<file path="src/rtl/core/tilt_compensated_heading_macros.svh">
`ifndef TILT_COMPENSATED_HEADING_MACROS_SVH
`define TILT_COMPENSATED_HEADING_MACROS_SVH

// Both macros sample on clk and are held off while rst_n is low.
`define THC_ASSERT_IMP(lbl, ant, con, msg) \
    lbl: assert property (@(posedge clk) disable iff (!rst_n) (ant) |-> (con)) \
        else $error(msg);

`define THC_ASSERT_NXT(lbl, ant, con, msg) \
    lbl: assert property (@(posedge clk) disable iff (!rst_n) (ant) |=> (con)) \
        else $error(msg);

`endif

</file>
<file path="src/rtl/core/thc_pkg.sv">
package thc_pkg;

    localparam int ANGLE_FRAC_BITS_DEF = 6;
    localparam int CORDIC_STAGES_DEF = 16;
    localparam int ZFRAC = 20;
    localparam int TABLE_LEN = 24;
    localparam int ZW = 30;

    localparam int CFG_IDX_W = 4;
    localparam int CFG_DATA_W = 16;
    localparam logic [CFG_IDX_W-1:0] REG_ACCEL_FULL_SCALE = 4'd0;
    localparam logic [CFG_IDX_W-1:0] REG_HEADING_OFFSET = 4'd1;
    localparam logic [4:0] FULL_SCALE_RESET = 5'd2;

    localparam int RAD_W = 31;
    localparam int ROOT_W = 16;
    localparam int SQRT_STEPS = (RAD_W + 1) / 2;
    localparam int NUM_W = 31;
    localparam int QUO_W = 16;
    localparam int TILT_W = 48;
    localparam int PLAIN_W = 16;

    typedef struct packed {
        logic signed [16:0] ax;
        logic signed [16:0] ay;
        logic signed [15:0] mx;
        logic signed [15:0] my;
        logic signed [15:0] mz;
    } thc_s1_t;

    typedef struct packed {
        logic               flag;
        logic               use_div;
        logic               neg;
        logic [15:0]        cp;
        logic signed [16:0] sp;
        logic signed [15:0] mx;
        logic signed [15:0] my;
        logic signed [15:0] mz;
    } thc_s2_t;

    typedef struct packed {
        logic               flag;
        logic signed [16:0] sr;
        logic [15:0]        cp;
        logic signed [16:0] sp;
        logic signed [15:0] mx;
        logic signed [15:0] my;
        logic signed [15:0] mz;
    } thc_s3_t;

    // Arctangent of 2^-i in degrees, Q20.
    function automatic logic signed [ZW-1:0] atan_q20(input int idx);
        case (idx)
            0:       return 30'sd47185920;
            1:       return 30'sd27855475;
            2:       return 30'sd14718068;
            3:       return 30'sd7471121;
            4:       return 30'sd3750058;
            5:       return 30'sd1876857;
            6:       return 30'sd938658;
            7:       return 30'sd469357;
            8:       return 30'sd234682;
            9:       return 30'sd117342;
            10:      return 30'sd58672;
            11:      return 30'sd29335;
            12:      return 30'sd14668;
            13:      return 30'sd7334;
            14:      return 30'sd3667;
            15:      return 30'sd1833;
            16:      return 30'sd917;
            17:      return 30'sd458;
            18:      return 30'sd229;
            19:      return 30'sd115;
            20:      return 30'sd57;
            21:      return 30'sd29;
            22:      return 30'sd14;
            23:      return 30'sd7;
            default: return 30'sd0;
        endcase
    endfunction

endpackage

</file>
<file path="src/rtl/core/thc_sqrt.sv">
module thc_sqrt
    import thc_pkg::*;
#(
    parameter int SIDE_W = 1
)
(
    input  logic              clk,
    input  logic              rst_n,
    input  logic              en,
    input  logic              in_valid,
    input  logic [RAD_W-1:0]  radicand,
    input  logic [SIDE_W-1:0] in_side,
    output logic              out_valid,
    output logic [ROOT_W-1:0] root,
    output logic [SIDE_W-1:0] out_side
);

    logic [RAD_W-1:0]  u_reg    [0:SQRT_STEPS-1];
    logic [RAD_W:0]    r_reg    [0:SQRT_STEPS-1];
    logic              valid_reg[0:SQRT_STEPS-1];
    logic [SIDE_W-1:0] side_reg [0:SQRT_STEPS-1];

    for (genvar s = 0; s < SQRT_STEPS; s++)
    begin : g_step
        localparam logic [RAD_W+1:0] BIT = (RAD_W+2)'(1) << (RAD_W - 1 - 2 * s);
        logic [RAD_W-1:0]  u_prev;
        logic [RAD_W-1:0]  u_next;
        logic [RAD_W:0]    r_prev;
        logic [RAD_W:0]    r_next;
        logic [RAD_W+1:0]  trial;
        logic              v_prev;
        logic [SIDE_W-1:0] side_prev;

        if (s == 0)
        begin : g_head
            assign u_prev = radicand;
            assign r_prev = '0;
            assign v_prev = in_valid;
            assign side_prev = in_side;
        end
        else
        begin : g_body
            assign u_prev = u_reg[s-1];
            assign r_prev = r_reg[s-1];
            assign v_prev = valid_reg[s-1];
            assign side_prev = side_reg[s-1];
        end

        always_comb
        begin
            trial = {1'b0, r_prev} + BIT;
            if ({2'b00, u_prev} >= trial)
            begin
                u_next = u_prev - trial[RAD_W-1:0];
                r_next = (r_prev >> 1) + BIT[RAD_W:0];
            end
            else
            begin
                u_next = u_prev;
                r_next = r_prev >> 1;
            end
        end

        always_ff @(posedge clk or negedge rst_n)
        begin
            if (!rst_n)
                valid_reg[s] <= 1'b0;
            else if (en)
                valid_reg[s] <= v_prev;
        end

        always_ff @(posedge clk)
        begin
            if (en)
            begin
                u_reg[s] <= u_next;
                r_reg[s] <= r_next;
                side_reg[s] <= side_prev;
            end
        end
    end

    assign out_valid = valid_reg[SQRT_STEPS-1];
    assign root = r_reg[SQRT_STEPS-1][ROOT_W-1:0];
    assign out_side = side_reg[SQRT_STEPS-1];

endmodule

</file>
<file path="config.mk">
export PLATFORM = sky130hd
export DESIGN_NAME = thc_sqrt
export DESIGN_NICKNAME = d
export VERILOG_FILES = /design/src/rtl/core/tilt_compensated_heading_macros.svh /design/src/rtl/core/thc_pkg.sv /design/src/rtl/core/thc_sqrt.sv
export SDC_FILE = /design/constraint.sdc
export NUM_CORES = 1
export LEC_CHECK = 0
export BUFFER_PORTS_ARGS = -buffer_cell sky130_fd_sc_hd__buf_2
export CAP_MARGIN = 5
export CORE_ASPECT_RATIO = 0.5
export CORE_UTILIZATION = 55
export CTS_BUF_LIST = sky130_fd_sc_hd__clkbuf_8
export DETAILED_ROUTE_END_ITERATION = 6
export GPL_TIMING_DRIVEN = 0
export MAX_ROUTING_LAYER = met4
export PLACE_DENSITY = 0.69
export SETUP_SLACK_MARGIN = 0.1
export SLEW_MARGIN = 10
export SYNTH_ARGS = -nofsm -noshare
export SYNTH_HDL_FRONTEND = slang
export SYNTH_SLANG_ARGS = --single-unit
</file>
<file path="constraint.sdc">
create_clock -name clk -period 4.9 [get_ports clk]
set_input_delay 0.49 -clock clk [delete_from_list [all_inputs] [get_ports clk]]
set_output_delay 0.49 -clock clk [all_outputs]
set_load 0.01 [all_outputs]
</file>
==> qor.csv <==
metric;value;unit
CP required;5290;ps
RSZ-0062 raised after global routing;no;
Startpoint Class;flip-flop;
Final Hold Viols;0;
routed wire length on met2;25800;µm
met3 WL;1820;µm
ys flop type;edfxtp_1;
placed cell area;0.0305;mm²
Die X;328;µm
ys async rst share;2.53;%
final worst slack;1620;ps
H-tree levels;3;
Max Fanout on Critical Path;10;
DRT iter0 DRCs;921;
vias in the first global route;17300;
Syn Inst Count;2196;
worst-margin pin slew;1130;ps
initial antenna violation count;0;
NumNets Final;2561;
#FFs+latches synth;633;
crit-path max cell delay;850;ps
Hold-fix buffers, CTS;34;
Placed Instances;2954;
Synth Warn #;0;
GP Congestion;0.889;
Buf+Inv Stages, Crit Path;1;
max cap viols;0;
Sink Count;633;
root buffer selected by CTS;clkbuf_8;
R2R cell count;9;
Max VDD drop;0.336;mV
fmax;305;MHz
DR vias/cell;5.36;
hold crit path type;in2reg;
Die Y;165;µm
CTS clk-pin slew, worst paths;70;ps
first drt pass iteration count;7;
M1 WL;20300;µm
Mean Syn Cell Area;13.3;µm²
IO Port Bufs;52;
failing checks;design-rule violations;
critical path cell sequence;ha_1, nor4bb_1, nand4_1, o41ai_1, or2_2, a211oi_1, buf_2, nand2_1, o31ai_1;
syn nets;2380;
postcts setup bufs;0;
Slowest-stage cell, CP;o41ai_1;
Worst Path Arrival;3680;ps
row cnt;59;
Tcrit/Tclk final;67.0;%
Setup violations, final;0;
kind of critical path;reg2reg;
minimum clock period;3280;ps
Final Non-Filler Cells;3142;
grt ovf;0;
hpwl dp;34700;µm
post-route cell area;0.0324;mm²
total track usage;19.5;%
FILL cells;3961;
max_slew headroom;23.6;%
total CTS buffers;88;
Worst Hold Depth;1;
Placement Setup Slack;1580;ps
wire per inst;15.8;µm
Initial Util;56.0;%
drt total wl;49600;µm
commonest non-fill, non-tap cell in the layout;edfxtp_1;
crit path capture type;flip-flop;
Worst path top cell family by delay;compound AO/OA/AOI/OAI gates;
pins over their slew limit;0;
Crit path depth;9;
ant diodes;0;
first-pass GRT wire length;81700;µm
CTS tree;done;
die area;0.0541;mm²
clk buf depth;3;
core area;0.0522;mm²
share of layout cells above drive strength 1;9.67;%
P&R area growth vs syn;10.9;%
uppermost layer routed;met4;
P_leak;12.4;nW
Clock Latency Late Sink;690;ps
Routed Antenna Nets;0;
final core occ;62.1;%
largest net degree at the start of global routing;127;
Syn Std Cell Area;0.0292;mm²
vias;16800;
Cell Pwr Density;417;mW/mm²
post-synthesis sequential area ratio;64.7;%
Layout Skew;31.1;ps
EDFF count, synth;617;
Yosys cell types;82;
number of remaining DRC errors;1;
commonest cells after routing, fill and taps aside;edfxtp_1, inv_1, nand2_1;
Setup Total Neg Slack;0;ps
post-CTS sizing;0;
status;finished with violations;
IO Count;54;
max reg flops;465;
final timing paths:
kind	start	endpoint	slack, ps
worst max-delay path	u_reg[0][146]	u_reg[0][181]	1620
worst min-delay path	en	side_reg[0][4]	260
worst max register to register	u_reg[0][146]	u_reg[0][181]	1620
worst min register to register	side_reg[1][2]	side_reg[1][3]	410
max in group asynchronous	rst_n	g_step[3].v_prev	4360
min in group asynchronous	rst_n	g_step[7].v_prev	280
Yosys cell counts (20+ instances only):
cell,count,area (µm²)
edfxtp_1,617,18500
inv_1,184,691
nand2_1,152,571
ha_1,148,1850
o21ai_0,121,606
nor2_1,95,357
xor2_1,95,832
a21oi_1,94,470
xnor2_1,76,666
nor3_1,67,335
nor4_1,58,363
a21o_1,35,263
o21a_1,30,225
nand3_1,29,145
mux2_2,28,315
nand2b_1,24,150
nand4_1,24,150
or3_1,24,150
nor2b_1,20,125
worst reg2reg max path: stages (launching register included):
cell and delay [ps]:
edfxtp_1 410, ha_1 390, nor4bb_1 390, nand4_1 200, o41ai_1 850, or2_2 250, a211oi_1 120, buf_2 260
nand2_1 80, o31ai_1 70
cell type report:
type	count	area (µm²)	share of cell area, %
Sequential cell	633	18900	58.4
Tap cell	701	877	2.70
Timing Repair Buffer	91	748	2.31
Buffer	34	185	0.571
Clock buffer	88	1210	3.73
Multi-Input combinational cell	1343	9420	29.1
Clock inverter	66	358	1.10
Inverter	186	698	2.15
metrics by stage:
stage	hold slack [ps]	power [mW]
after floorplan	194	9.18
after global placement	400	9.91
after detailed placement	405	9.89
after CTS	217	13.7
after global routing	223	14.3
final	262	13.5
report_power, final:
group          switching (mW)  internal (mW)
sequential              0.455           6.88
combinational            1.37           1.11
clock                    1.96           1.76
total                    3.78           9.75
cells by family (layout without fill, tap and decap cells):
| family | after synthesis | after routing | share of synthesized area, % |
|---|---|---|---|
| AOI/OAI and AO/OA | 393 | 393 | 8.46 |
| muxes | 41 | 41 | 1.55 |
| DFF | 633 | 633 | 64.7 |
| and+or+nand+nor | 589 | 589 | 10.8 |
| xor gates and xnor gates | 171 | 171 | 5.12 |
| other | 1 | 1 | 0.0128 |
| adders and majority gates | 148 | 148 | 6.33 |
| buffers and inverters | 220 | 465 | 3.02 |
routing by layer:
| metal | global-route usage (%) | vias up |
|---|---|---|
| li1 | - | 8587 |
| met1 | 20.6 | 7817 |
| met4 | 8.45 | 0 |
| met5 | - | - |
| met2 | 35.7 | 333 |
| met3 | 3.87 | 110 |
No activity file was read; power rests on OpenSTA's default activity.
