### config.mk
export PLATFORM = sky130hd
export DESIGN_NAME = thc_cordic
export DESIGN_NICKNAME = d
export VERILOG_FILES = /design/src/rtl/core/tilt_compensated_heading_macros.svh /design/src/rtl/core/thc_pkg.sv /design/src/rtl/core/thc_cordic.sv
export SDC_FILE = /design/constraint.sdc
export NUM_CORES = 2
export LEC_CHECK = 0
export ABC_AREA = 1
export BUFFER_PORTS_ARGS = -buffer_cell sky130_fd_sc_hd__buf_2
export CAP_MARGIN = 20
export CORE_MARGIN = 4
export CORE_UTILIZATION = 60
export CTS_BUF_LIST = sky130_fd_sc_hd__clkbuf_4 sky130_fd_sc_hd__clkbuf_8 sky130_fd_sc_hd__clkbuf_16
export DETAILED_ROUTE_END_ITERATION = 16
export GPL_TIMING_DRIVEN = 0
export PLACE_DENSITY = 0.87
export SLEW_MARGIN = 20
export SYNTH_ARGS = -nofsm -noshare
export SYNTH_HDL_FRONTEND = slang
export SYNTH_SLANG_ARGS = --single-unit
### constraint.sdc
create_clock -name clk -period 3.9 [get_ports clk]
set_clock_uncertainty 0.05 [all_clocks]
set_input_delay 0 -clock clk [delete_from_list [all_inputs] [get_ports clk]]
set_output_delay 0 -clock clk [all_outputs]
set_load 0.02 [all_outputs]
### src/rtl/core/tilt_compensated_heading_macros.svh
`ifndef TILT_COMPENSATED_HEADING_MACROS_SVH
`define TILT_COMPENSATED_HEADING_MACROS_SVH

// Both macros sample on clk and are held off while rst_n is low.
`define THC_ASSERT_IMP(lbl, ant, con, msg) \
    lbl: assert property (@(posedge clk) disable iff (!rst_n) (ant) |-> (con)) \
        else $error(msg);

`define THC_ASSERT_NXT(lbl, ant, con, msg) \
    lbl: assert property (@(posedge clk) disable iff (!rst_n) (ant) |=> (con)) \
        else $error(msg);

`endif

### src/rtl/core/thc_pkg.sv
package thc_pkg;

    localparam int ANGLE_FRAC_BITS_DEF = 6;
    localparam int CORDIC_STAGES_DEF = 16;
    localparam int ZFRAC = 20;
    localparam int TABLE_LEN = 24;
    localparam int ZW = 30;

    localparam int CFG_IDX_W = 4;
    localparam int CFG_DATA_W = 16;
    localparam logic [CFG_IDX_W-1:0] REG_ACCEL_FULL_SCALE = 4'd0;
    localparam logic [CFG_IDX_W-1:0] REG_HEADING_OFFSET = 4'd1;
    localparam logic [4:0] FULL_SCALE_RESET = 5'd2;

    localparam int RAD_W = 31;
    localparam int ROOT_W = 16;
    localparam int SQRT_STEPS = (RAD_W + 1) / 2;
    localparam int NUM_W = 31;
    localparam int QUO_W = 16;
    localparam int TILT_W = 48;
    localparam int PLAIN_W = 16;

    typedef struct packed {
        logic signed [16:0] ax;
        logic signed [16:0] ay;
        logic signed [15:0] mx;
        logic signed [15:0] my;
        logic signed [15:0] mz;
    } thc_s1_t;

    typedef struct packed {
        logic               flag;
        logic               use_div;
        logic               neg;
        logic [15:0]        cp;
        logic signed [16:0] sp;
        logic signed [15:0] mx;
        logic signed [15:0] my;
        logic signed [15:0] mz;
    } thc_s2_t;

    typedef struct packed {
        logic               flag;
        logic signed [16:0] sr;
        logic [15:0]        cp;
        logic signed [16:0] sp;
        logic signed [15:0] mx;
        logic signed [15:0] my;
        logic signed [15:0] mz;
    } thc_s3_t;

    // Arctangent of 2^-i in degrees, Q20.
    function automatic logic signed [ZW-1:0] atan_q20(input int idx);
        case (idx)
            0:       return 30'sd47185920;
            1:       return 30'sd27855475;
            2:       return 30'sd14718068;
            3:       return 30'sd7471121;
            4:       return 30'sd3750058;
            5:       return 30'sd1876857;
            6:       return 30'sd938658;
            7:       return 30'sd469357;
            8:       return 30'sd234682;
            9:       return 30'sd117342;
            10:      return 30'sd58672;
            11:      return 30'sd29335;
            12:      return 30'sd14668;
            13:      return 30'sd7334;
            14:      return 30'sd3667;
            15:      return 30'sd1833;
            16:      return 30'sd917;
            17:      return 30'sd458;
            18:      return 30'sd229;
            19:      return 30'sd115;
            20:      return 30'sd57;
            21:      return 30'sd29;
            22:      return 30'sd14;
            23:      return 30'sd7;
            default: return 30'sd0;
        endcase
    endfunction

endpackage

### src/rtl/core/thc_cordic.sv
module thc_cordic
    import thc_pkg::*;
#(
    parameter int IN_W = 16,
    parameter int STAGES = CORDIC_STAGES_DEF,
    parameter int SIDE_W = 1
)
(
    input  logic                   clk,
    input  logic                   rst_n,
    input  logic                   en,
    input  logic                   in_valid,
    input  logic signed [IN_W-1:0] y_in,
    input  logic signed [IN_W-1:0] x_in,
    input  logic [SIDE_W-1:0]      in_side,
    output logic                   out_valid,
    output logic signed [ZW-1:0]   angle,
    output logic [SIDE_W-1:0]      out_side
);

    localparam int W = IN_W + 3;
    localparam int N = (STAGES < TABLE_LEN) ? STAGES : TABLE_LEN;
    localparam logic signed [ZW-1:0] Z90 = ZW'(90 * (2 ** ZFRAC));

    logic signed [W-1:0]  x_reg    [0:N];
    logic signed [W-1:0]  y_reg    [0:N];
    logic signed [ZW-1:0] z_reg    [0:N];
    logic                 zero_reg [0:N];
    logic                 valid_reg[0:N];
    logic [SIDE_W-1:0]    side_reg [0:N];

    logic signed [W-1:0]  x_ext;
    logic signed [W-1:0]  y_ext;
    logic signed [W-1:0]  x0_next;
    logic signed [W-1:0]  y0_next;
    logic signed [ZW-1:0] z0_next;

    assign x_ext = W'(x_in);
    assign y_ext = W'(y_in);

    // A vector in the left half plane is turned by a quarter turn first.
    always_comb
    begin
        x0_next = x_ext;
        y0_next = y_ext;
        z0_next = '0;
        if (x_ext < 0)
        begin
            if (y_ext >= 0)
            begin
                x0_next = y_ext;
                y0_next = -x_ext;
                z0_next = Z90;
            end
            else
            begin
                x0_next = -y_ext;
                y0_next = x_ext;
                z0_next = -Z90;
            end
        end
    end

    always_ff @(posedge clk or negedge rst_n)
    begin
        if (!rst_n)
            valid_reg[0] <= 1'b0;
        else if (en)
            valid_reg[0] <= in_valid;
    end

    always_ff @(posedge clk)
    begin
        if (en)
        begin
            x_reg[0] <= x0_next;
            y_reg[0] <= y0_next;
            z_reg[0] <= z0_next;
            zero_reg[0] <= (x_ext == '0) && (y_ext == '0);
            side_reg[0] <= in_side;
        end
    end

    for (genvar s = 1; s <= N; s++)
    begin : g_stage
        localparam logic signed [ZW-1:0] ATAN = atan_q20(s - 1);
        logic signed [W-1:0]  x_next;
        logic signed [W-1:0]  y_next;
        logic signed [ZW-1:0] z_next;

        always_comb
        begin
            if (y_reg[s-1] > 0)
            begin
                x_next = x_reg[s-1] + (y_reg[s-1] >>> (s - 1));
                y_next = y_reg[s-1] - (x_reg[s-1] >>> (s - 1));
                z_next = z_reg[s-1] + ATAN;
            end
            else
            begin
                x_next = x_reg[s-1] - (y_reg[s-1] >>> (s - 1));
                y_next = y_reg[s-1] + (x_reg[s-1] >>> (s - 1));
                z_next = z_reg[s-1] - ATAN;
            end
        end

        always_ff @(posedge clk or negedge rst_n)
        begin
            if (!rst_n)
                valid_reg[s] <= 1'b0;
            else if (en)
                valid_reg[s] <= valid_reg[s-1];
        end

        always_ff @(posedge clk)
        begin
            if (en)
            begin
                x_reg[s] <= x_next;
                y_reg[s] <= y_next;
                z_reg[s] <= z_next;
                zero_reg[s] <= zero_reg[s-1];
                side_reg[s] <= side_reg[s-1];
            end
        end
    end

    assign out_valid = valid_reg[N];
    assign angle = zero_reg[N] ? '0 : z_reg[N];
    assign out_side = side_reg[N];

endmodule

==> impl_metrics.tcl <==
set metrics [dict create \
    hold_violations 0 \
    grt_use_met3_pct 3.91 \
    die-area_mm2 0.168 \
    initial_core_util_pct 60.3 \
    finalMaxSlewViolations 0 \
    crit_path_end_kind "register" \
    die_w_um 410 \
    rr_worst_depth 20 \
    synth.area.top_cells "edfxtp_1 32%, nand2_1 14%, ha_1 13%" \
    cts_max_level 3 \
    dieHeight_um 410 \
    holdPathStages 4 \
    cts_root_buf "clkbuf_16" \
    drtAntennaViolNets 0 \
    place.gp.congestion 0.981 \
    layout_commonest_cell "nand2_1" \
    most-common-layout-cells "3697 x nand2_1, 1781 x inv_1, 1385 x nor2_1" \
    n_antenna_cell 0 \
    area_growth_pct 8.63 \
    portBuffers 68 \
    drive_gt1_share_pct 3.52 \
    hold_path_end "y_reg[0][0]" \
    drtIter0Drc 8475 \
    r2r_start "y_reg[0][105]" \
    ys_seq_area_share_pct 32.6 \
    grt_pass1_vias 82900 \
    preCtsSetupSlack_ns -0.499 \
    vias 88700 \
    clk_pin_slew_ns 0.06 \
    fin_crit_sh_pct 98.5 \
    hold_start "x_in[0]" \
    fill_cells 13700 \
    dp_hpwl_um 200000 \
    required_ns 4.33 \
    clk_latency_ns 0.75 \
    syn_inst 13200 \
    fin_nets 14600 \
    use_met2_pct 50.8 \
    dr.pass1.iters 8 \
    synth.avg_cell_area_um2 7.31 \
    slew_headroom_pct 43.9 \
    grt-ovfl-total 0 \
    max_freq_ghz 0.260 \
    synth_top_cell_area_share_pct 32.2 \
    synth_top_flop_cell "edfxtp_1" \
    rows 147 \
    use_met1_pct 36.9 \
    reg2reg_setup_slack_ns 0.06 \
    worst_pin_slew_ns 0.842 \
    hp-class "in2reg" \
    vias_per_cell 5.62 \
    synth_async_sr_flop_share_pct 1.61 \
    crit_fanout 26 \
    cts_buffers 115 \
    synth-edff-count 1036 \
    drc_errors 0 \
    largest_register_ff_count 428 \
    cts_sinks 1053 \
    setup_slack_ns 0.0574 \
    antenna_found_initial 1 \
    grt_pass1_wl_um 410000 \
    syn_area_mm2 0.0967 \
    core-area_mm2 0.160 \
    num_io_pins 69 \
    totalWireLength_um 253000 \
    cap_violations 0 \
    start_kind "register" \
    setup_viol 0 \
    crit_start "y_reg[0][105]" \
    ys_seq_elements 1053 \
    grt_max_degree 149 \
    r2r_end "z_reg[0][207]" \
    cts_buffer_depth 3 \
    synth.distinct_cells 60 \
    finalCriticalPeriod_ns 3.84 \
    yosysTopAreaCell "edfxtp_1" \
    worst-setup-path-type "reg2reg" \
    busiest_layer "met2" \
    cts_tree "yes" \
    wl_per_cell_um 16.0 \
    cp.arrival_ns 4.27 \
    synth_warnings 0 \
    status "complete, no violations" \
    globalRouteTotalUtil_pct 29.2 \
]
[cells by family after synthesis]
family / after synthesis / share of synthesized area [%]
AO/OA/AOI/OAI: 1704 / 9.68
XOR/XNOR: 849 / 7.71
adder cells (fa/ha/maj): 1026 / 13.6
buffers and inverters: 1876 / 7.47
flip-flops: 1053 / 32.6
multiplexers: 3 / 0.0349
other: 1 / 0.00388
AND/OR/NAND/NOR: 6716 / 28.9
[through the flow]
step / hold WS (ns) / setup TNS (ns) / cells / utilization [%] / area [µm²]
5_1_grt: 0.115 / -0.313 / 15800 / 65.5 / 105000
3_5_place_dp: -0.116 / -11.90 / 15500 / 62.4 / 100000
2_1_floorplan: -0.346 / 0 / 13200 / - / 96700
6_report: 0.118 / 0 / 15800 / 65.5 / 105000
4_1_cts: 0.0225 / 0 / 15700 / 65.3 / 105000
3_3_place_gp: -0.119 / - / 15500 / 62.2 / 99800
[worst max-delay path by stage]
| stage | end | depth (start not counted) |
|---|---|---|
| after floorplan | y_reg[0][297] | 16 |
| after global placement | valid_reg[8] | 2 |
| after detailed placement | y_reg[0][298] | 15 |
| after CTS | z_reg[0][207] | 20 |
| after global routing | z_reg[0][207] | 20 |
| final | z_reg[0][207] | 20 |
[cells in the mapped netlist (all sizes together), types with 2 or more instances]
| library cell | number |
|---|---|
| clkbuf | 22 |
| clkinv | 3 |
| nor2 | 1398 |
| o21bai | 133 |
| a31oi | 62 |
| xor2 | 706 |
| a21o | 80 |
| fa | 45 |
| inv | 1799 |
| nand3 | 992 |
| a21boi | 24 |
| buf | 52 |
| nand2 | 3718 |
| xnor2 | 143 |
| o211ai | 22 |
| and3 | 5 |
| nor3b | 5 |
| mux2 | 3 |
| and2 | 30 |
| nand4 | 215 |
| dfrtp | 17 |
| nand3b | 50 |
| a21oi | 890 |
| o41ai | 2 |
| edfxtp | 1036 |
| ha | 981 |
| nor4 | 19 |
| o21ai | 467 |
| nor3 | 263 |
| or2 | 21 |
| o21a | 12 |
| o31ai | 7 |
[area by class of cell]
class / instances / area [µm²] / area share [%]
Timing Repair Buffer: 174 / 1470 / 1.40
Clock inverter: 82 / 956 / 0.910
Sequential cell: 1053 / 31500 / 30.0
Clock buffer: 133 / 3030 / 2.88
Buffer: 74 / 541 / 0.514
Tap cell: 2160 / 2700 / 2.57
Inverter: 1802 / 6770 / 6.45
Multi-Input combinational cell: 10300 / 58100 / 55.3
[layer usage]
layer	vias up	wire length, µm
met5	-	13
met4	2	11400
met3	611	17300
met2	3330	119000
met1	40200	105000
li1	44500	-
[timing repair]
action / in CTS / in global routing
setup buffers: 1 / 33
hold endpoints to repair: 188 / 0
resized for setup: 10 / 52
pin swaps: 0 / 7
setup endpoints to repair: 72 / 135
hold buffers: 64 / 0
[critical path, cell delays in order, from the launching register on]
cell	delay, ns
edfxtp_1	0.43
nor2_2	0.22
nand2_1	0.09
nor2_1	0.19
nand3_2	0.16
nand2_2	0.12
buf_6	0.17
buf_12	0.22
ha_2	0.25
inv_1	0.08
fa_1	0.41
inv_1	0.15
nand3_1	0.11
nand2_1	0.17
nand2_1	0.07
nand2_1	0.15
nand2_1	0.07
nand2_1	0.12
nand2_1	0.11
nand3_1	0.10
nand2_1	0.11
Power is not shown: default switching activity piles up to over one toggle a cycle in this logic, so the estimate is an artifact.
