==> src/rtl/core/tilt_compensated_heading_macros.svh <==
`ifndef TILT_COMPENSATED_HEADING_MACROS_SVH
`define TILT_COMPENSATED_HEADING_MACROS_SVH

// Both macros sample on clk and are held off while rst_n is low.
`define THC_ASSERT_IMP(lbl, ant, con, msg) \
    lbl: assert property (@(posedge clk) disable iff (!rst_n) (ant) |-> (con)) \
        else $error(msg);

`define THC_ASSERT_NXT(lbl, ant, con, msg) \
    lbl: assert property (@(posedge clk) disable iff (!rst_n) (ant) |=> (con)) \
        else $error(msg);

`endif

==> src/rtl/core/thc_pkg.sv <==
package thc_pkg;

    localparam int ANGLE_FRAC_BITS_DEF = 6;
    localparam int CORDIC_STAGES_DEF = 16;
    localparam int ZFRAC = 20;
    localparam int TABLE_LEN = 24;
    localparam int ZW = 30;

    localparam int CFG_IDX_W = 4;
    localparam int CFG_DATA_W = 16;
    localparam logic [CFG_IDX_W-1:0] REG_ACCEL_FULL_SCALE = 4'd0;
    localparam logic [CFG_IDX_W-1:0] REG_HEADING_OFFSET = 4'd1;
    localparam logic [4:0] FULL_SCALE_RESET = 5'd2;

    localparam int RAD_W = 31;
    localparam int ROOT_W = 16;
    localparam int SQRT_STEPS = (RAD_W + 1) / 2;
    localparam int NUM_W = 31;
    localparam int QUO_W = 16;
    localparam int TILT_W = 48;
    localparam int PLAIN_W = 16;

    typedef struct packed {
        logic signed [16:0] ax;
        logic signed [16:0] ay;
        logic signed [15:0] mx;
        logic signed [15:0] my;
        logic signed [15:0] mz;
    } thc_s1_t;

    typedef struct packed {
        logic               flag;
        logic               use_div;
        logic               neg;
        logic [15:0]        cp;
        logic signed [16:0] sp;
        logic signed [15:0] mx;
        logic signed [15:0] my;
        logic signed [15:0] mz;
    } thc_s2_t;

    typedef struct packed {
        logic               flag;
        logic signed [16:0] sr;
        logic [15:0]        cp;
        logic signed [16:0] sp;
        logic signed [15:0] mx;
        logic signed [15:0] my;
        logic signed [15:0] mz;
    } thc_s3_t;

    // Arctangent of 2^-i in degrees, Q20.
    function automatic logic signed [ZW-1:0] atan_q20(input int idx);
        case (idx)
            0:       return 30'sd47185920;
            1:       return 30'sd27855475;
            2:       return 30'sd14718068;
            3:       return 30'sd7471121;
            4:       return 30'sd3750058;
            5:       return 30'sd1876857;
            6:       return 30'sd938658;
            7:       return 30'sd469357;
            8:       return 30'sd234682;
            9:       return 30'sd117342;
            10:      return 30'sd58672;
            11:      return 30'sd29335;
            12:      return 30'sd14668;
            13:      return 30'sd7334;
            14:      return 30'sd3667;
            15:      return 30'sd1833;
            16:      return 30'sd917;
            17:      return 30'sd458;
            18:      return 30'sd229;
            19:      return 30'sd115;
            20:      return 30'sd57;
            21:      return 30'sd29;
            22:      return 30'sd14;
            23:      return 30'sd7;
            default: return 30'sd0;
        endcase
    endfunction

endpackage

==> src/rtl/core/thc_div.sv <==
module thc_div
    import thc_pkg::*;
#(
    parameter int SIDE_W = 1
)
(
    input  logic              clk,
    input  logic              rst_n,
    input  logic              en,
    input  logic              in_valid,
    input  logic [NUM_W-1:0]  dividend,
    input  logic [15:0]       divisor,
    input  logic [SIDE_W-1:0] in_side,
    output logic              out_valid,
    output logic [QUO_W-1:0]  quotient,
    output logic [SIDE_W-1:0] out_side
);

    logic [NUM_W-1:0]  rem_reg  [0:QUO_W-1];
    logic [QUO_W-1:0]  q_reg    [0:QUO_W-1];
    logic [15:0]       den_reg  [0:QUO_W-1];
    logic              valid_reg[0:QUO_W-1];
    logic [SIDE_W-1:0] side_reg [0:QUO_W-1];

    for (genvar s = 0; s < QUO_W; s++)
    begin : g_step
        localparam int SH = QUO_W - 1 - s;
        logic [NUM_W-1:0]  rem_prev;
        logic [NUM_W-1:0]  rem_next;
        logic [QUO_W-1:0]  q_prev;
        logic [QUO_W-1:0]  q_next;
        logic [15:0]       den_prev;
        logic [NUM_W:0]    shifted;
        logic              v_prev;
        logic [SIDE_W-1:0] side_prev;

        if (s == 0)
        begin : g_head
            assign rem_prev = dividend;
            assign q_prev = '0;
            assign den_prev = divisor;
            assign v_prev = in_valid;
            assign side_prev = in_side;
        end
        else
        begin : g_body
            assign rem_prev = rem_reg[s-1];
            assign q_prev = q_reg[s-1];
            assign den_prev = den_reg[s-1];
            assign v_prev = valid_reg[s-1];
            assign side_prev = side_reg[s-1];
        end

        always_comb
        begin
            shifted = (NUM_W+1)'(den_prev) << SH;
            if ({1'b0, rem_prev} >= shifted)
            begin
                rem_next = rem_prev - shifted[NUM_W-1:0];
                q_next = q_prev | (QUO_W'(1) << SH);
            end
            else
            begin
                rem_next = rem_prev;
                q_next = q_prev;
            end
        end

        always_ff @(posedge clk or negedge rst_n)
        begin
            if (!rst_n)
                valid_reg[s] <= 1'b0;
            else if (en)
                valid_reg[s] <= v_prev;
        end

        always_ff @(posedge clk)
        begin
            if (en)
            begin
                rem_reg[s] <= rem_next;
                q_reg[s] <= q_next;
                den_reg[s] <= den_prev;
                side_reg[s] <= side_prev;
            end
        end
    end

    assign out_valid = valid_reg[QUO_W-1];
    assign quotient = q_reg[QUO_W-1];
    assign out_side = side_reg[QUO_W-1];

endmodule

==> config.mk <==
export PLATFORM = sky130hd
export DESIGN_NAME = thc_div
export DESIGN_NICKNAME = d
export VERILOG_FILES = /design/src/rtl/core/tilt_compensated_heading_macros.svh /design/src/rtl/core/thc_pkg.sv /design/src/rtl/core/thc_div.sv
export SDC_FILE = /design/constraint.sdc
export NUM_CORES = 1
export LEC_CHECK = 0
export CAP_MARGIN = 20
export CORE_UTILIZATION = 64
export DETAILED_ROUTE_END_ITERATION = 6
export DONT_BUFFER_PORTS = 1
export PLACE_DENSITY = 0.89
export REMOVE_ABC_BUFFERS = 1
export SYNTH_ARGS = -nofsm -noshare
export SYNTH_HDL_FRONTEND = slang
export SYNTH_SLANG_ARGS = --single-unit
==> constraint.sdc <==
create_clock -name clk -period 3.9 [get_ports clk]
set_input_delay 0.975 -clock clk [delete_from_list [all_inputs] [get_ports clk]]
set_output_delay 0.975 -clock clk [all_outputs]
set_load 0.1 [all_outputs]
==> results of run 1 <==
## stage by stage
stage	hold WS [ns]	util	setup WS, ns	cells	total power, mW
detailed placement	0.405	0.667	0.420	4634	25.6
floorplan	0.400	-	-1.34	3663	22.7
global placement	0.400	0.667	0.431	4633	25.0
CTS	0.364	0.710	0.270	4794	34.4
global route	0.375	0.712	0.0199	4800	36.5
finish	0.362	0.712	0.109	4801	34.9
## logic make-up after synthesis
family          synth area share
compound gates             0.117
buf+inv                   0.0361
mux                       0.0183
fa+ha+maj                 0.0782
simple gates               0.113
xor+xnor                  0.0538
flops                      0.584
## power by group through the flow
stage / Sequential (mW) / Combinational (mW) / Clock (mW)
after floorplan: 13.9 / 8.71 / 0
after global placement: 14.3 / 10.7 / 0
after detailed placement: 14.4 / 11.1 / 0
after CTS: 14.3 / 11.5 / 8.70
after global routing: 14.5 / 13.0 / 9.06
final: 14.3 / 11.9 / 8.63
## cell type report
type                            instances  area share
Antenna cell                            1   0.0000510
Clock buffer                          106      0.0479
Clock inverter                         53      0.0123
Inverter                              347      0.0266
Multi-Input combinational cell       2443       0.348
Sequential cell                       873       0.532
Tap cell                              931      0.0237
Timing Repair Buffer                   47     0.00955
## path summary, 6_finish.rpt
kind	start	to	slack [ns]
worst max-delay path	den_reg[0][65]	rem_reg[0][180]	0.11
worst min-delay path	side_reg[4][1]	side_reg[5][0]	0.36
worst max register to register	den_reg[0][65]	rem_reg[0][180]	0.11
worst min register to register	side_reg[4][1]	side_reg[5][0]	0.36
max in group asynchronous	rst_n	g_step[1].v_prev	2.63
min in group asynchronous	rst_n	g_step[6].v_prev	0.81
## routing by layer
metal  global-route usage  up-vias  part of all wire
li1                     -    13900                 -
met1                0.263    14500              0.32
met2                0.546     1387              0.54
met3               0.0533      466             0.056
met4                0.239        0             0.083
met5                    0        -                 0
## Yosys cell counts, types with 21 or more instances
library cell / count
a21o_1: 97
a21oi_1: 293
a31oi_1: 29
and3_1: 22
clkbuf_1: 55
edfxtp_1: 857
ha_1: 256
inv_1: 346
mux2_2: 68
nand2_1: 212
nand2b_1: 42
nand3_1: 53
nand4_1: 48
nor2_1: 278
nor2b_1: 45
nor3_1: 87
nor4_1: 43
o211ai_1: 27
o21a_1: 36
o21ai_0: 173
o21bai_1: 23
or2_2: 21
or3_1: 34
xnor2_1: 156
xor2_1: 119
## what timing repair did
item	4_1_cts	5_1_grt
hold endpoints to repair	16	0
hold buffers	1	0
buffers inserted	0	0
==> metrics.md, run 1 <==
| Metric | Value |
|---|---|
| Outcome | `finished, violations left` |
| Failing checks | `DRC` |
| Clock net sink count | `873` |
| TritonCTS buffer count | `87` |
| Critical path class | `reg -> reg` |
| Starting Density | `0.649` |
| Rows | `96` |
| CP endpoint kind | `flip-flop` |
| Sw power | `11.9 mW` |
| Combinational Power Share | `0.341` |
| Fin area | `0.0491 mm^2` |
| GPL Wtd Cong | `0.941` |
| Clock skew | `0.0704 ns` |
| Register area share after synthesis | `0.584` |
| Core Footprint | `0.0689 mm^2` |
| WP depth | `10` |
| Detailed-route DRC error count | `2` |
| Flop pwr share | `0.411` |
| Antenna violations before repair | `2` |
| Pwr dens | `710 mW/mm^2` |
| Die W | `267 um` |
| Vias | `30200` |
| Mapped Area | `0.0448 mm^2` |
| Crit path max fanout | `4` |
| Synthesis-to-layout area growth | `9.68%` |
| Largest cells by area after synthesis | `edfxtp_1, ha_1, a21oi_1, xnor2_1, inv_1` |
| Largest net degree at the start of global routing | `874` |
| Hold Crit Class | `reg -> reg` |
| DP HPWL | `66.6 mm` |
| DIE HEIGHT | `267 um` |
| I/O pin total | `70` |
| Worst path arrival time | `4.15 ns` |
| Port bufs | `0` |
| Max-slew violations | `0` |
| Fillers | `4150` |
| Post-synth cell types | `90` |
| CP max stage delay | `0.61 ns` |
| Pleak | `18.9 nW` |
| Synth Flop Type | `edfxtp_1` |
| Layout cells sized above 1 | `0.0781` |
| Avg WL per Cell | `21.3 um` |
| Critical path buffers and inverters | `1` |
| Net Sw Frac | `0.343` |
| Slowest library cell on the worst path | `or4b_2` |
| Vias in the first global route | `30700` |
| Delay-heaviest family, CP | `compound AO/OA/AOI/OAI gates` |
| Area of the multi-input gates | `0.0171 mm^2` |
| Gates resized, CTS repair | `0` |
| Worst Tran Pin Value | `1.30 ns` |
| Worst Reg2Reg Path Length in Cells | `10` |
| Yosys top cell area share | `0.575` |
| Most area-hungry cell type in the Yosys netlist | `edfxtp_1` |
| Final TNS setup | `0 ns` |
| H-tree Lvls | `3` |
| Die Area | `0.0710 mm^2` |
| DR pass1 iterations | `7` |
| Antenna viol nets, final | `0` |
| Number of flops mapped to enable cells by yosys | `857` |
| Clk pwr share | `0.248` |
| Placed Instance Area | `0.0460 mm^2` |
| Worst-skew pair later-pin latency | `0.67 ns` |
| Initial drt markers | `2665` |
| Post-synthesis sequential element count | `873` |
| Worst hold path cell count | `0` |
| Fraction of registers with async set or reset after synthesis | `0.0183` |
| Internal power | `22.9 mW` |
| Vias per cell | `6.30` |
| Startpoint Class | `flip-flop` |
| Commonest cells after routing, fill and taps aside | `edfxtp_1, inv_1, a21oi_1, nor2_1, ha_1` |
| Final setup viols | `0` |
| Max_cap viols | `0` |
| Leading cell type in the layout, fill and taps excluded | `edfxtp_1` |
| Clock transition at path regs | `0.07 ns` |
| Clk root buf | `clkbuf_16` |
| Final WL | `102 mm` |
| Period utilization | `0.972` |
| Crit-path cells | `inv_1 > ha_1 > nor2b_1 > o21ai_0 > a21oi_1 > o31a_1 > a31oi_1 > o31ai_4 > or4b_2 > o2111a_1` |
| # nets final | `4122` |
| Mapped Cells | `3736` |
| GRT Util Overall | `0.288` |
| Unrepaired setup endpoints after global routing | `no` |
| First-pass GRT wire length | `159 mm` |
| Mean area per synthesized cell | `12.0 um^2` |
| Req. time, crit path | `4.26 ns` |
| Tmin final | `3.79 ns` |
| Max Root-Sink Buffers | `3` |
| Synth warn | `0` |
| Register area | `0.0261 mm^2` |
| Peak supply drop | `459 uV` |
| CTS tree | `built` |
| Max reg flops | `465` |
| Worst rel slew slack | `0.134` |
| Grt ovf | `0` |
| Final Hold Vio Count | `0` |
| FMAX | `0.264 GHz` |
Power figures use the tool's default switching activity.
==> inputs of run 2 (changes only) <==
--- a/config.mk
+++ b/config.mk
@@ -9,8 +9,7 @@
 export CORE_UTILIZATION = 64
 export DETAILED_ROUTE_END_ITERATION = 6
 export DONT_BUFFER_PORTS = 1
-export PLACE_DENSITY = 0.89
-export REMOVE_ABC_BUFFERS = 1
+export PLACE_DENSITY = 0.82
 export SYNTH_ARGS = -nofsm -noshare
 export SYNTH_HDL_FRONTEND = slang
 export SYNTH_SLANG_ARGS = --single-unit
==> run 2 against run 1 <==
The flow now finishes without violations. Design area shrank 0.36%. Non-clock buffer count decreased by 5. Wire length decreased by 8.3%. Sequential cell count did not move. Via count is 3.6% lower. Maximum frequency is 2.5% higher. Power down 2.3%. Critical path type unchanged.
==> metrics.md, run 2 (synthesis gave the netlist of run 1 again) <==
| Metric | Value |
|---|---|
| Placed Instance Area | `0.0460 mm^2` |
| Worst r2r dst | `rem_reg[1][123]` |
| Clock skew | `0.0631 ns` |
| Flop pwr share | `0.420` |
| Req. time, crit path | `4.27 ns` |
| Commonest cells after routing, fill and taps aside | `edfxtp_1, inv_1, a21oi_1, nor2_1, ha_1` |
| # nets final | `4117` |
| Pleak | `18.8 nW` |
| Crit-path cells | `ha_1 > nor2b_1 > o21bai_1 > a21oi_1 > o21ai_0 > a311oi_1 > o21bai_1 > nor4_1 > xor2_1` |
| Sw power | `11.5 mW` |
| Rows | `96` |
| Max-slew violations | `0` |
| Largest net degree at the start of global routing | `874` |
| Leading cell type in the layout, fill and taps excluded | `edfxtp_1` |
| Initial drt markers | `2372` |
| Clock transition at path regs | `0.07 ns` |
| Final Hold Vio Count | `0` |
| Unrepaired setup endpoints after global routing | `no` |
| Post-Syn Nets | `4059` |
| Vias | `29200` |
| CTS tree | `built` |
| Final WL | `93.7 mm` |
| CP max stage delay | `0.87 ns` |
| Post-CTS setup buffer count | `0` |
| Met3 wire len | `4.70 mm` |
| Vias per cell | `6.08` |
| Worst rel slew slack | `0.171` |
| Final cell count without fillers | `4795` |
| Clk root buf | `clkbuf_16` |
| Worst reg2reg setup slack | `0.20 ns` |
| TritonCTS buffer count | `87` |
| CP endpoint kind | `flip-flop` |
| Internal power | `22.6 mW` |
| Worst path arrival time | `4.07 ns` |
| Worst Tran Pin Value | `1.24 ns` |
| DP HPWL | `64.1 mm` |
| Slowest library cell on the worst path | `a311oi_1` |
| Grt ovf | `0` |
| GPL Wtd Cong | `0.943` |
| Crit path max fanout | `5` |
| Delay-heaviest family, CP | `compound AO/OA/AOI/OAI gates` |
| Reg-to-Reg Start | `rem_reg[1][67]` |
| I/O pin total | `70` |
| Pwr dens | `696 mW/mm^2` |
| Antenna violations before repair | `1` |
| DP Cell Count | `4631` |
| Antenna viol nets, final | `0` |
| Total power | `34.1 mW` |
| Worst path most repeated cell | `o21bai_1` |
| Clock net sink count | `873` |
| Final setup viols | `0` |
| Worst-skew pair later-pin latency | `0.68 ns` |
| FMAX | `0.270 GHz` |
| Gates resized, CTS repair | `0` |
| Antenna cells | `0` |
| Fillers | `4578` |
| Vias in the first global route | `28900` |
| Critical path class | `reg -> reg` |
| Combinational Power Share | `0.336` |
| Final TNS setup | `0 ns` |
| Hold Crit Class | `in -> async` |
| GRT Util Overall | `0.263` |
| M1 WL | `36.0 mm` |
| Outcome | `completed` |
| Worst Reg2Reg Path Length in Cells | `9` |
| DR pass1 iterations | `6` |
| Tmin final | `3.70 ns` |
| Port bufs | `0` |
| Critical path buffers and inverters | `0` |
| Period utilization | `0.949` |
| CTS Hold Buffers Added | `0` |
| H-tree Lvls | `3` |
| Fin area | `0.0489 mm^2` |
| DIE HEIGHT | `267 um` |
| First-pass GRT wire length | `148 mm` |
| Startpoint Class | `flip-flop` |
| Layout cells sized above 1 | `0.0748` |
| Hold Slack | `0.0456 ns` |
| Starting Density | `0.649` |
| Max Used Layer | `met4` |
| Avg WL per Cell | `19.5 um` |
| Routed wl met2 | `48.5 mm` |
| Clk pwr share | `0.243` |
| Detailed-route DRC error count | `0` |
| Net Sw Frac | `0.337` |
| Max_cap viols | `0` |
| Core Footprint | `0.0689 mm^2` |
| Max reg flops | `465` |
| Max Root-Sink Buffers | `3` |
| Synthesis-to-layout area growth | `9.28%` |
| Peak supply drop | `502 uV` |
| Die W | `267 um` |
| Die Area | `0.0710 mm^2` |
-- run 2: cell types whose count changed in the layout (fill, tap and decap cells not counted), sizes merged --
cell	before	now
clkinvlp	2	4
buf	44	41
diode	1	0
clkinv	40	42
inv	349	347
bufinv	9	6
dlygate4sd3	1	0
-- run 2: metal layers --
layer / track usage / vias up
li1: - / 13900
met1: 0.300 / 14000
met2: 0.485 / 965
met3: 0.0336 / 263
met4: 0.128 / 0
met5: 0 / -
-- run 2: how the worst max path moves through the flow --
stage,start,endpoint,slack [ns],depth (start not counted)
floorplan,dividend[15],rem_reg[0][15],0.44,13
global placement,rem_reg[1][66],rem_reg[1][119],0.37,12
detailed placement,den_reg[1][80],rem_reg[1][204],0.33,11
CTS,den_reg[1][32],rem_reg[1][119],0.24,11
global route,den_reg[1][80],rem_reg[1][204],0.04,11
finish,rem_reg[1][67],rem_reg[1][123],0.20,9
-- run 2: layout make-up --
class / count / area (um^2) / area share
sequential: 873 / 26100 / 0.534
multi-input combinational: 2443 / 17100 / 0.349
clock buffer: 107 / 2280 / 0.0466
inverter: 347 / 1310 / 0.0267
tap: 931 / 1160 / 0.0238
clock inverter: 52 / 573 / 0.0117
timing repair buffer: 42 / 405 / 0.00828
-- run 2: power by group through the flow --
stage / combinational (mW) / sequential, mW / clock [mW]
after floorplan: 8.75 / 13.9 / 0
after global placement: 10.7 / 14.4 / 0
after detailed placement: 11.0 / 14.5 / 0
after CTS: 11.1 / 14.3 / 8.41
after global routing: 12.7 / 14.5 / 8.73
final: 11.5 / 14.3 / 8.28
-- run 2: per-stage QoR --
stage          setup WS, ns   util
3_5_place_dp          0.334  0.667
6_report              0.200  0.710
3_3_place_gp          0.368  0.667
5_1_grt              0.0388  0.710
2_1_floorplan         0.437      -
4_1_cts               0.239  0.708
